`config.mk`:
```
export PLATFORM = sky130hd
export DESIGN_NAME = osc_message_parser
export DESIGN_NICKNAME = d
export VERILOG_FILES = /design/src/rtl/omp_pkg.sv /design/src/rtl/osc_message_parser.sv /design/src/rtl/omp_front.sv /design/src/rtl/omp_queue.sv /design/src/rtl/omp_back.sv
export SDC_FILE = /design/constraint.sdc
export NUM_CORES = 1
export LEC_CHECK = 0
export ABC_AREA = 0
export BUFFER_PORTS_ARGS = -buffer_cell sky130_fd_sc_hd__buf_2
export CORE_MARGIN = 5
export CORE_UTILIZATION = 46
export CTS_BUF_LIST = sky130_fd_sc_hd__clkbuf_4
export DETAILED_ROUTE_END_ITERATION = 7
export PLACE_DENSITY = 0.61
export SKIP_LAST_GASP = 1
export SYNTH_ARGS = -nofsm -noshare
export SYNTH_HDL_FRONTEND = slang
export SYNTH_HIERARCHICAL = 1
export SYNTH_SLANG_ARGS = --single-unit
```
`constraint.sdc`:
```
create_clock -name i_clk -period 8.9 [get_ports i_clk]
set_clock_uncertainty 0.2 [all_clocks]
set_input_delay 1.78 -clock i_clk [delete_from_list [all_inputs] [get_ports i_clk]]
set_output_delay 1.78 -clock i_clk [all_outputs]
set_load 0.01 [all_outputs]
```
`src/rtl/omp_pkg.sv`:
```
package omp_pkg;

    // Capacity of the type tag store.
    localparam int MAX_TAGS = 16;
    // Counter width for a tag count or parameter index, 0 up to MAX_TAGS.
    localparam int CNT_W = $clog2(MAX_TAGS + 1);
    // Index width into the tag store.
    localparam int TAG_AW = (MAX_TAGS > 1) ? $clog2(MAX_TAGS) : 1;

    // Token queue between the parser and the output stage.
    localparam int QUEUE_DEPTH = 4;
    localparam int QPTR_W = $clog2(QUEUE_DEPTH);
    localparam int QCNT_W = $clog2(QUEUE_DEPTH + 1);

    // Token kinds.
    localparam logic [2:0] K_ADDR_BYTE = 3'd0;
    localparam logic [2:0] K_ADDR_END  = 3'd1;
    localparam logic [2:0] K_INT       = 3'd2;
    localparam logic [2:0] K_FLOAT     = 3'd3;
    localparam logic [2:0] K_STR_BYTE  = 3'd4;
    localparam logic [2:0] K_STR_END   = 3'd5;
    localparam logic [2:0] K_DONE      = 3'd6;
    localparam logic [2:0] K_ERROR     = 3'd7;

    // Error codes.
    localparam logic [2:0] E_NONE     = 3'd0;
    localparam logic [2:0] E_NO_COMMA = 3'd1;
    localparam logic [2:0] E_TRUNC    = 3'd2;
    localparam logic [2:0] E_UNKNOWN  = 3'd3;
    localparam logic [2:0] E_TOO_MANY = 3'd4;

    // Characters of the type tag string.
    localparam logic [7:0] CHAR_I     = 8'h69;
    localparam logic [7:0] CHAR_F     = 8'h66;
    localparam logic [7:0] CHAR_S     = 8'h73;
    localparam logic [7:0] CHAR_COMMA = 8'h2C;

    // Parser phases.
    typedef enum logic [3:0] {
        PH_ADDR,
        PH_ADDR_PAD,
        PH_TAG_FIRST,
        PH_TAGS,
        PH_TAG_PAD,
        PH_WORD,
        PH_STR,
        PH_STR_PAD,
        PH_SKIP
    } t_phase;

    // Decoded type tag, as held in the tag store.
    typedef enum logic [1:0] {
        TC_INT,
        TC_FLOAT,
        TC_STR,
        TC_UNKNOWN
    } t_tag_class;

    // One input beat.
    typedef struct packed {
        logic [7:0] data_byte;
        logic       end_of_datagram;
    } t_in_beat;

    // One output beat (one token).
    typedef struct packed {
        logic [2:0]  token_kind;
        logic [3:0]  param_number;
        logic [31:0] token_value;
        logic [2:0]  error_code;
        logic        last_of_message;
    } t_out_beat;

    // Tokens caused by one input byte: one, or two when two is set.
    typedef struct packed {
        logic      two;
        t_out_beat tok0;
        t_out_beat tok1;
    } t_pair;

endpackage

```
`src/rtl/osc_message_parser.sv`:
```
// OSC message parser. Each input beat is one datagram byte, with end_of_datagram on the last
// byte; each output beat is one token (address byte or end, int or float word, string byte or
// end, and a final done or error token flagged last_of_message). The parser takes one byte per
// clock and writes the zero, one or two tokens it causes as one entry into a four-entry queue;
// the output register drains one token per clock while i_ready is high. A byte that causes two
// tokens is drained from its queue entry one token at a time, and the input stalls only when the
// queue is full. The first token of a byte is registered in the queue and then in the output
// register before it appears at the output.
module osc_message_parser (
    input  logic               i_clk,
    input  logic               i_rst_n,
    input  logic               i_valid,
    output logic               o_ready,
    input  omp_pkg::t_in_beat  i_data,
    output logic               o_valid,
    input  logic               i_ready,
    output omp_pkg::t_out_beat o_data
);
    import omp_pkg::*;

    logic  push;
    logic  full;
    logic  q_valid;
    logic  pop;
    t_pair push_pair;
    t_pair head_pair;

    // Byte parser.
    omp_front u_front (
        .i_clk   (i_clk),
        .i_rst_n (i_rst_n),
        .i_valid (i_valid),
        .o_ready (o_ready),
        .i_data  (i_data),
        .o_push  (push),
        .o_pair  (push_pair),
        .i_full  (full)
    );

    // Token queue.
    omp_queue u_queue (
        .i_clk   (i_clk),
        .i_rst_n (i_rst_n),
        .i_push  (push),
        .i_pair  (push_pair),
        .o_full  (full),
        .o_valid (q_valid),
        .o_pair  (head_pair),
        .i_pop   (pop)
    );

    // Output stage.
    omp_back u_back (
        .i_clk   (i_clk),
        .i_rst_n (i_rst_n),
        .i_valid (q_valid),
        .i_pair  (head_pair),
        .o_pop   (pop),
        .o_valid (o_valid),
        .o_data  (o_data),
        .i_ready (i_ready)
    );

endmodule

```
`src/rtl/omp_front.sv`:
```
module omp_front (
    input  logic             i_clk,
    input  logic             i_rst_n,
    input  logic             i_valid,
    output logic             o_ready,
    input  omp_pkg::t_in_beat i_data,
    output logic             o_push,
    output omp_pkg::t_pair   o_pair,
    input  logic             i_full
);
    import omp_pkg::*;

    t_phase            r_phase, n_phase;
    logic [1:0]        r_align, n_align;
    logic [CNT_W-1:0]  r_tag_count, n_tag_count;
    logic [CNT_W-1:0]  r_cur, n_cur;
    logic [1:0]        r_seen, n_seen;
    logic [23:0]       r_acc, n_acc;
    t_tag_class        r_cur_class, n_cur_class;
    t_tag_class        r_tags [MAX_TAGS];

    logic              accept;
    logic [7:0]        b;
    logic              eod;
    logic [CNT_W-1:0]  rd_cnt;
    t_tag_class        rd_class;
    t_tag_class        wr_class;
    logic              tag_we;
    logic              do_next;
    logic              do_enter;
    logic [1:0]        cnt;
    t_out_beat         tk [2];

    function automatic t_out_beat mk(logic [2:0] k, logic [3:0] p, logic [31:0] v,
                                     logic [2:0] e, logic l);
        t_out_beat t;
        t.token_kind      = k;
        t.param_number    = p;
        t.token_value     = v;
        t.error_code      = e;
        t.last_of_message = l;
        return t;
    endfunction

    assign accept = i_valid && !i_full;
    assign o_ready = !i_full;
    assign b = i_data.data_byte;
    assign eod = i_data.end_of_datagram;

    // The tag store is read at entry 0 when parameters start, else at the next parameter.
    always_comb begin
        if (r_phase inside {PH_TAGS, PH_TAG_PAD}) begin
            rd_cnt = '0;
        end else begin
            rd_cnt = r_cur + 1'b1;
        end
    end
    assign rd_class = r_tags[rd_cnt[TAG_AW-1:0]];

    // Decode an incoming type tag.
    always_comb begin
        case (b)
            CHAR_I:  wr_class = TC_INT;
            CHAR_F:  wr_class = TC_FLOAT;
            CHAR_S:  wr_class = TC_STR;
            default: wr_class = TC_UNKNOWN;
        endcase
    end

    // Parse one byte: next state and the tokens it causes.
    always_comb begin
        n_phase     = r_phase;
        n_align     = r_align + 2'd1;
        n_tag_count = r_tag_count;
        n_cur       = r_cur;
        n_seen      = r_seen;
        n_acc       = r_acc;
        n_cur_class = r_cur_class;
        tag_we      = 1'b0;
        do_next     = 1'b0;
        do_enter    = 1'b0;
        cnt         = 2'd0;
        tk[0]       = '0;
        tk[1]       = '0;

        case (r_phase)
            PH_ADDR: begin
                if (b != 8'd0) begin
                    tk[cnt[0]] = mk(K_ADDR_BYTE, 4'd0, 32'(b), E_NONE, 1'b0);
                    cnt = cnt + 2'd1;
                end else begin
                    tk[cnt[0]] = mk(K_ADDR_END, 4'd0, 32'd0, E_NONE, 1'b0);
                    cnt = cnt + 2'd1;
                    n_phase = (n_align == 2'd0) ? PH_TAG_FIRST : PH_ADDR_PAD;
                end
            end
            PH_ADDR_PAD: begin
                if (n_align == 2'd0) begin
                    n_phase = PH_TAG_FIRST;
                end
            end
            PH_TAG_FIRST: begin
                if (b == CHAR_COMMA) begin
                    n_phase = PH_TAGS;
                    n_tag_count = '0;
                end else begin
                    tk[cnt[0]] = mk(K_ERROR, 4'd0, 32'd0, E_NO_COMMA, 1'b1);
                    cnt = cnt + 2'd1;
                    n_phase = PH_SKIP;
                end
            end
            PH_TAGS: begin
                if (b != 8'd0) begin
                    if (r_tag_count >= CNT_W'(MAX_TAGS)) begin
                        tk[cnt[0]] = mk(K_ERROR, 4'd0, 32'd0, E_TOO_MANY, 1'b1);
                        cnt = cnt + 2'd1;
                        n_phase = PH_SKIP;
                    end else begin
                        tag_we = 1'b1;
                        n_tag_count = r_tag_count + 1'b1;
                    end
                end else if (r_tag_count == '0) begin
                    tk[cnt[0]] = mk(K_DONE, 4'd0, 32'd0, E_NONE, 1'b1);
                    cnt = cnt + 2'd1;
                    n_phase = PH_SKIP;
                end else begin
                    n_phase = PH_TAG_PAD;
                    if (n_align == 2'd0) begin
                        n_cur = '0;
                        n_phase = PH_WORD;
                        do_enter = !eod;
                    end
                end
            end
            PH_TAG_PAD: begin
                if (n_align == 2'd0) begin
                    n_cur = '0;
                    n_phase = PH_WORD;
                    do_enter = !eod;
                end
            end
            PH_WORD: begin
                n_acc = {r_acc[15:0], b};
                n_seen = r_seen + 2'd1;
                if (r_seen == 2'd3) begin
                    tk[cnt[0]] = mk((r_cur_class == TC_FLOAT) ? K_FLOAT : K_INT,
                                    4'(r_cur), {r_acc, b}, E_NONE, 1'b0);
                    cnt = cnt + 2'd1;
                    n_seen = 2'd0;
                    do_next = 1'b1;
                end
            end
            PH_STR: begin
                if (b != 8'd0) begin
                    tk[cnt[0]] = mk(K_STR_BYTE, 4'(r_cur), 32'(b), E_NONE, 1'b0);
                    cnt = cnt + 2'd1;
                end else begin
                    tk[cnt[0]] = mk(K_STR_END, 4'(r_cur), 32'd0, E_NONE, 1'b0);
                    cnt = cnt + 2'd1;
                    if (n_align == 2'd0) begin
                        do_next = 1'b1;
                    end else begin
                        n_phase = PH_STR_PAD;
                    end
                end
            end
            PH_STR_PAD: begin
                if (n_align == 2'd0) begin
                    do_next = 1'b1;
                end
            end
            default: begin
                n_phase = PH_SKIP;
            end
        endcase

        // A parameter has completed: close the message or move to the next one.
        if (do_next) begin
            n_cur = r_cur + 1'b1;
            if (n_cur >= r_tag_count) begin
                tk[cnt[0]] = mk(K_DONE, 4'd0, 32'(r_tag_count), E_NONE, 1'b1);
                cnt = cnt + 2'd1;
                n_phase = PH_SKIP;
            end else begin
                do_enter = 1'b1;
            end
        end

        // Enter a parameter according to its stored tag.
        if (do_enter) begin
            n_seen = 2'd0;
            n_cur_class = rd_class;
            case (rd_class)
                TC_INT, TC_FLOAT: n_phase = PH_WORD;
                TC_STR:           n_phase = PH_STR;
                default: begin
                    tk[cnt[0]] = mk(K_ERROR, 4'(n_cur), 32'd0, E_UNKNOWN, 1'b1);
                    cnt = cnt + 2'd1;
                    n_phase = PH_SKIP;
                end
            endcase
        end

        // The datagram ends: close an open message and start over.
        if (eod) begin
            if (n_phase inside {PH_ADDR, PH_ADDR_PAD, PH_TAG_FIRST} ||
                (n_phase == PH_TAGS && n_tag_count == '0)) begin
                tk[cnt[0]] = mk(K_DONE, 4'd0, 32'd0, E_NONE, 1'b1);
                cnt = cnt + 2'd1;
            end else if (n_phase != PH_SKIP) begin
                tk[cnt[0]] = mk(K_ERROR,
                                (n_phase inside {[PH_WORD:PH_STR_PAD]}) ? 4'(n_cur) : 4'd0,
                                32'd0, E_TRUNC, 1'b1);
                cnt = cnt + 2'd1;
            end
            n_phase     = PH_ADDR;
            n_align     = 2'd0;
            n_tag_count = '0;
            n_cur       = '0;
            n_seen      = 2'd0;
        end
    end

    // Hand the tokens of this byte to the queue.
    assign o_push      = accept && (cnt != 2'd0);
    assign o_pair.two  = cnt[1];
    assign o_pair.tok0 = tk[0];
    assign o_pair.tok1 = tk[1];

    // Control state.
    always_ff @(posedge i_clk) begin
        if (!i_rst_n) begin
            r_phase     <= PH_ADDR;
            r_align     <= 2'd0;
            r_tag_count <= '0;
            r_cur       <= '0;
            r_seen      <= 2'd0;
        end else if (accept) begin
            r_phase     <= n_phase;
            r_align     <= n_align;
            r_tag_count <= n_tag_count;
            r_cur       <= n_cur;
            r_seen      <= n_seen;
        end
    end

    // Word assembly and current tag class.
    always_ff @(posedge i_clk) begin
        if (accept) begin
            r_acc       <= n_acc;
            r_cur_class <= n_cur_class;
        end
    end

    // Tag store, written once per tag.
    always_ff @(posedge i_clk) begin
        if (accept && tag_we) begin
            r_tags[r_tag_count[TAG_AW-1:0]] <= wr_class;
        end
    end

endmodule

```
`src/rtl/omp_queue.sv`:
```
module omp_queue (
    input  logic           i_clk,
    input  logic           i_rst_n,
    input  logic           i_push,
    input  omp_pkg::t_pair i_pair,
    output logic           o_full,
    output logic           o_valid,
    output omp_pkg::t_pair o_pair,
    input  logic           i_pop
);
    import omp_pkg::*;

    t_pair             r_mem [QUEUE_DEPTH];
    logic [QPTR_W-1:0] r_wr, r_rd;
    logic [QCNT_W-1:0] r_count;

    assign o_full  = (r_count == QCNT_W'(QUEUE_DEPTH));
    assign o_valid = (r_count != '0);
    assign o_pair  = r_mem[r_rd];

    // Pointers and fill level.
    always_ff @(posedge i_clk) begin
        if (!i_rst_n) begin
            r_wr    <= '0;
            r_rd    <= '0;
            r_count <= '0;
        end else begin
            if (i_push) begin
                r_wr <= (r_wr == QPTR_W'(QUEUE_DEPTH - 1)) ? '0 : r_wr + 1'b1;
            end
            if (i_pop) begin
                r_rd <= (r_rd == QPTR_W'(QUEUE_DEPTH - 1)) ? '0 : r_rd + 1'b1;
            end
            if (i_push && !i_pop) begin
                r_count <= r_count + 1'b1;
            end else if (!i_push && i_pop) begin
                r_count <= r_count - 1'b1;
            end
        end
    end

    // Entry storage.
    always_ff @(posedge i_clk) begin
        if (i_push) begin
            r_mem[r_wr] <= i_pair;
        end
    end

endmodule

```
`src/rtl/omp_back.sv`:
```
module omp_back (
    input  logic              i_clk,
    input  logic              i_rst_n,
    input  logic              i_valid,
    input  omp_pkg::t_pair    i_pair,
    output logic              o_pop,
    output logic              o_valid,
    output omp_pkg::t_out_beat o_data,
    input  logic              i_ready
);
    import omp_pkg::*;

    logic      r_valid;
    logic      r_sub;
    t_out_beat r_data;
    logic      load;

    // Load the next token whenever the output register is free or being taken.
    assign load   = i_valid && (!r_valid || i_ready);
    assign o_pop  = load && (r_sub || !i_pair.two);
    assign o_valid = r_valid;
    assign o_data  = r_data;

    // Output valid and the token select within a queue entry.
    always_ff @(posedge i_clk) begin
        if (!i_rst_n) begin
            r_valid <= 1'b0;
            r_sub   <= 1'b0;
        end else begin
            if (load) begin
                r_valid <= 1'b1;
                r_sub   <= !r_sub && i_pair.two;
            end else if (i_ready) begin
                r_valid <= 1'b0;
            end
        end
    end

    // Output token register.
    always_ff @(posedge i_clk) begin
        if (load) begin
            r_data <= r_sub ? i_pair.tok1 : i_pair.tok0;
        end
    end

endmodule

```
==> impl_metrics.json <==
{
  "status": "finished, final reports clean",
  "ys_seq_area_frac": 0.6924,
  "drive_gt1_frac": 0.3351,
  "grt_pass1_vias": 10970,
  "path_buf_inv": 2,
  "clock_path_buffers": 3,
  "cts.clk_slew.worst_paths_ns": 0.06,
  "synth_top_family_by_area": "multiplexers",
  "die_area_um2": 48460,
  "avgSynthCellArea_um2": 18.10,
  "holdPathStages": 0,
  "cts.sinks": 478,
  "via_per_inst": 5.362,
  "die_x_um": 220.1,
  "rsz0062_at_grt": "false",
  "async_flop_share": 0,
  "area_delta_synth_final_pct": 10.92,
  "cp_max_fo": 48,
  "first_pass_iters": 5,
  "synth_fa_ha_area_frac": 0.01454,
  "dp_hpwl_um": 24090,
  "cts_setup_buffers": 0,
  "fin_nets": 1297,
  "cp.arrival_ns": 6.83,
  "synth_edf_count": 449,
  "vias": 10461,
  "finalCriticalPeriod_ns": 6.572,
  "synthTopCellsByArea": "edfxtp_1, mux4_2, mux2_4",
  "setup_violations": 0,
  "cts-root-buf": "clkbuf_4",
  "crit_required_ns": 9.16,
  "setup.worst_path.start": "u_front/r_cur[0]$_SDFFE_PN0P_",
  "synth.cell_area_um2": 20310,
  "initial_utilization": 0.4623,
  "rr_endpoint": "u_queue/r_mem[1][3]$_DFFE_PP_",
  "routed_wl_um": 40120,
  "synth.most_common_cell": "edfxtp_1",
  "drt-initial-drc-count": 737,
  "tritoncts": "done",
  "numCtsBuffers": 120,
  "start_kind": "flop",
  "path_class": "reg2reg",
  "synth_area_leader_cell": "edfxtp_1",
  "period_share": 0.7384,
  "powerDensity_nw_per_um2": 266.2,
  "rr_worst_depth": 15,
  "critPathSlowestCell": "dfxtp_1",
  "portBuffers": 57,
  "hold_start": "u_front/r_acc[8]$_DFFE_PP_",
  "critPathMostFrequentCell": "ha_1",
  "yosysUniqueCellTypes": 89,
  "regToRegStartpoint": "u_front/r_cur[0]$_SDFFE_PN0P_",
  "worstSkewPairLatency_ns": 0.83,
  "cp_top_family": "compound AO/OA/AOI/OAI gates",
  "cellLeakagePower_nw": 7.798,
  "max_freq_ghz": 0.1522,
  "seqCellArea_um2": 14070,
  "slew_headroom": 0.1463,
  "synthMuxAreaShare": 0.1389,
  "synth_compound_area_frac": 0.04392,
  "synth_seq_cells": 478,
  "die_h_um": 220.1,
  "gp_congestion": 0.8861,
  "fillers": 3698,
  "maxSlewViolCount": 0,
  "synth_xor_area_frac": 0.003758,
  "synthCells": 1122,
  "hold_viol_final": 0,
  "multi_input_area_um2": 5633,
  "cts_hold_buf": 0,
  "coreArea_um2": 43930,
  "yosys.area_share.simple": 0.07053,
  "hold_class": "reg2reg",
  "hold_ws_ns": 0.2375,
  "overflow": 0,
  "fp-row-count": 77,
  "postCtsResizedCells": 0,
  "drcViolationCount": 0,
  "synthFlopType": "edfxtp_1",
  "drv_cap": 0,
  "grt_max_degree": 56,
  "tns_ns": 0,
  "ant_nets": 0,
  "min_to": "u_front/r_acc[16]$_DFFE_PP_",
  "netlist.area_leader.share": 0.6638,
  "ir_drop_mv": 0.1629,
  "yosysWarnings": 6,
  "grt_usage": 0.1691,
  "antenna_found_initial": 2,
  "postLayoutCoreUtil": 0.5128,
  "num_io_pins": 58,
  "r2r_slack_ns": 2.33,
  "cts_max_level": 3,
  "synth_common_cells": "edfxtp_1, mux4_2, nand2_1",
  "grt_pass1_wl_um": 62730,
  "end_kind": "flop",
  "wire_per_inst_um": 20.56,
  "slowest_delay_ns": 0.87,
  "crit_chain": "ha_1, xnor2_2, inv_1, ha_1, o211ai_1, o21ai_0, ha_1, o32a_4, ha_1, mux2i_4, nor2_1, a41oi_1, a21boi_1, and2_4, buf_12",
  "worst_pin_slew_ns": 1.267
}
-- power by group --
| group | switching, W | internal, W |
|---|---|---|
| clock network | 0.000857 | 0.000953 |
| logic | 0.000646 | 0.000665 |
| registers | 0.0000810 | 0.00280 |
-- final cells by class --
cell class | instances | area share
multi-input cells | 564 | 0.2500
diodes | 1 | 0.0001111
repair buffers | 72 | 0.01933
clock inverters | 39 | 0.008775
clock buffers | 180 | 0.05998
inverters | 25 | 0.004165
flip-flops and latches | 478 | 0.6247
well taps | 592 | 0.03288
-- worst reg2reg max path, stage by stage (launching register included) --
cell,delay (ns)
dfxtp_1,0.87
ha_1,0.39
xnor2_2,0.22
inv_1,0.17
ha_1,0.31
o211ai_1,0.08
o21ai_0,0.60
ha_1,0.37
o32a_4,0.24
ha_1,0.34
mux2i_4,0.25
nor2_1,0.15
a41oi_1,0.22
a21boi_1,0.61
and2_4,0.83
buf_12,0.38
-- worst max path at each step --
stage,end,slack (ns),cells after the start
6_report,u_queue/r_mem[1][3]$_DFFE_PP_,2.33,15
4_1_cts,u_queue/r_mem[1][3]$_DFFE_PP_,2.21,15
3_5_place_dp,u_queue/r_mem[1][37]$_DFFE_PP_,1.61,14
5_1_grt,u_queue/r_mem[1][3]$_DFFE_PP_,1.95,15
2_1_floorplan,u_queue/r_mem[0][0]$_DFFE_PP_,1.10,14
3_3_place_gp,u_queue/r_mem[1][5]$_DFFE_PP_,1.69,14
-- per-stage QoR --
stage | setup WS (ns) | area [um^2] | instances | total power [W]
detailed placement | 1.612 | 20980 | 1731 | 0.004282
global placement | 1.693 | 20980 | 1731 | 0.004268
finish | 2.328 | 22530 | 1951 | 0.005998
CTS | 2.214 | 22530 | 1950 | 0.006119
global route | 1.950 | 22530 | 1951 | 0.006343
floorplan | 1.101 | 20410 | 1149 | 0.003961
-- flip-flops by register name, indices dropped and copies added (netlist names), 3 cells and up, named ones only --
register             flops
u_front/r_cur            5
u_front/r_tags          32
u_queue/r_count          3
u_front/r_acc           24
u_back/o_data           43
u_queue/r_mem          348
u_front/r_phase          4
u_front/r_tag_count      5
-- placed cells by master (no fill, tap or decap), types with 5 or more instances in the layout --
| cell type | count |
|---|---|
| nand3_1 | 15 |
| and2_1 | 13 |
| nand2_1 | 51 |
| nor2_1 | 43 |
| clkinv_1 | 32 |
| a31oi_1 | 8 |
| o21ai_0 | 16 |
| mux2_2 | 5 |
| a32oi_1 | 5 |
| and3_1 | 9 |
| conb_1 | 28 |
| nand2b_1 | 9 |
| a22oi_1 | 18 |
| clkbuf_4 | 180 |
| a21boi_0 | 5 |
| ha_1 | 22 |
| nand4_1 | 5 |
| dfxtp_1 | 26 |
| mux2_4 | 40 |
| buf_4 | 12 |
| and2_4 | 24 |
| nor2b_1 | 24 |
| mux4_2 | 92 |
| edfxtp_1 | 449 |
| or3_1 | 5 |
| a21oi_1 | 15 |
| inv_1 | 22 |
| nor3_1 | 17 |
| mux2i_1 | 7 |
| buf_2 | 57 |
-- cell families (layout without fill, tap and decap cells) --
| group | after synthesis | after routing |
|---|---|---|
| xor+xnor | 7 | 7 |
| other cells | 1 | 29 |
| mux | 145 | 145 |
| fa+ha+maj | 23 | 23 |
| compound gates | 114 | 114 |
| buf+inv | 107 | 316 |
| flops | 478 | 478 |
| simple gates | 247 | 247 |
-- layer usage --
| metal | wire (um) | track usage | vias to the layer above | part of all wire |
|---|---|---|---|---|
| li1 | - | - | 4787 | - |
| met1 | 17850 | 0.2312 | 5313 | 0.44 |
| met2 | 19540 | 0.2723 | 311 | 0.49 |
| met3 | 2141 | 0.03667 | 50 | 0.053 |
| met4 | 596 | 0.05846 | 0 | 0.015 |
| met5 | 0 | 0 | - | 0 |
Power figures use the tool's default switching activity.
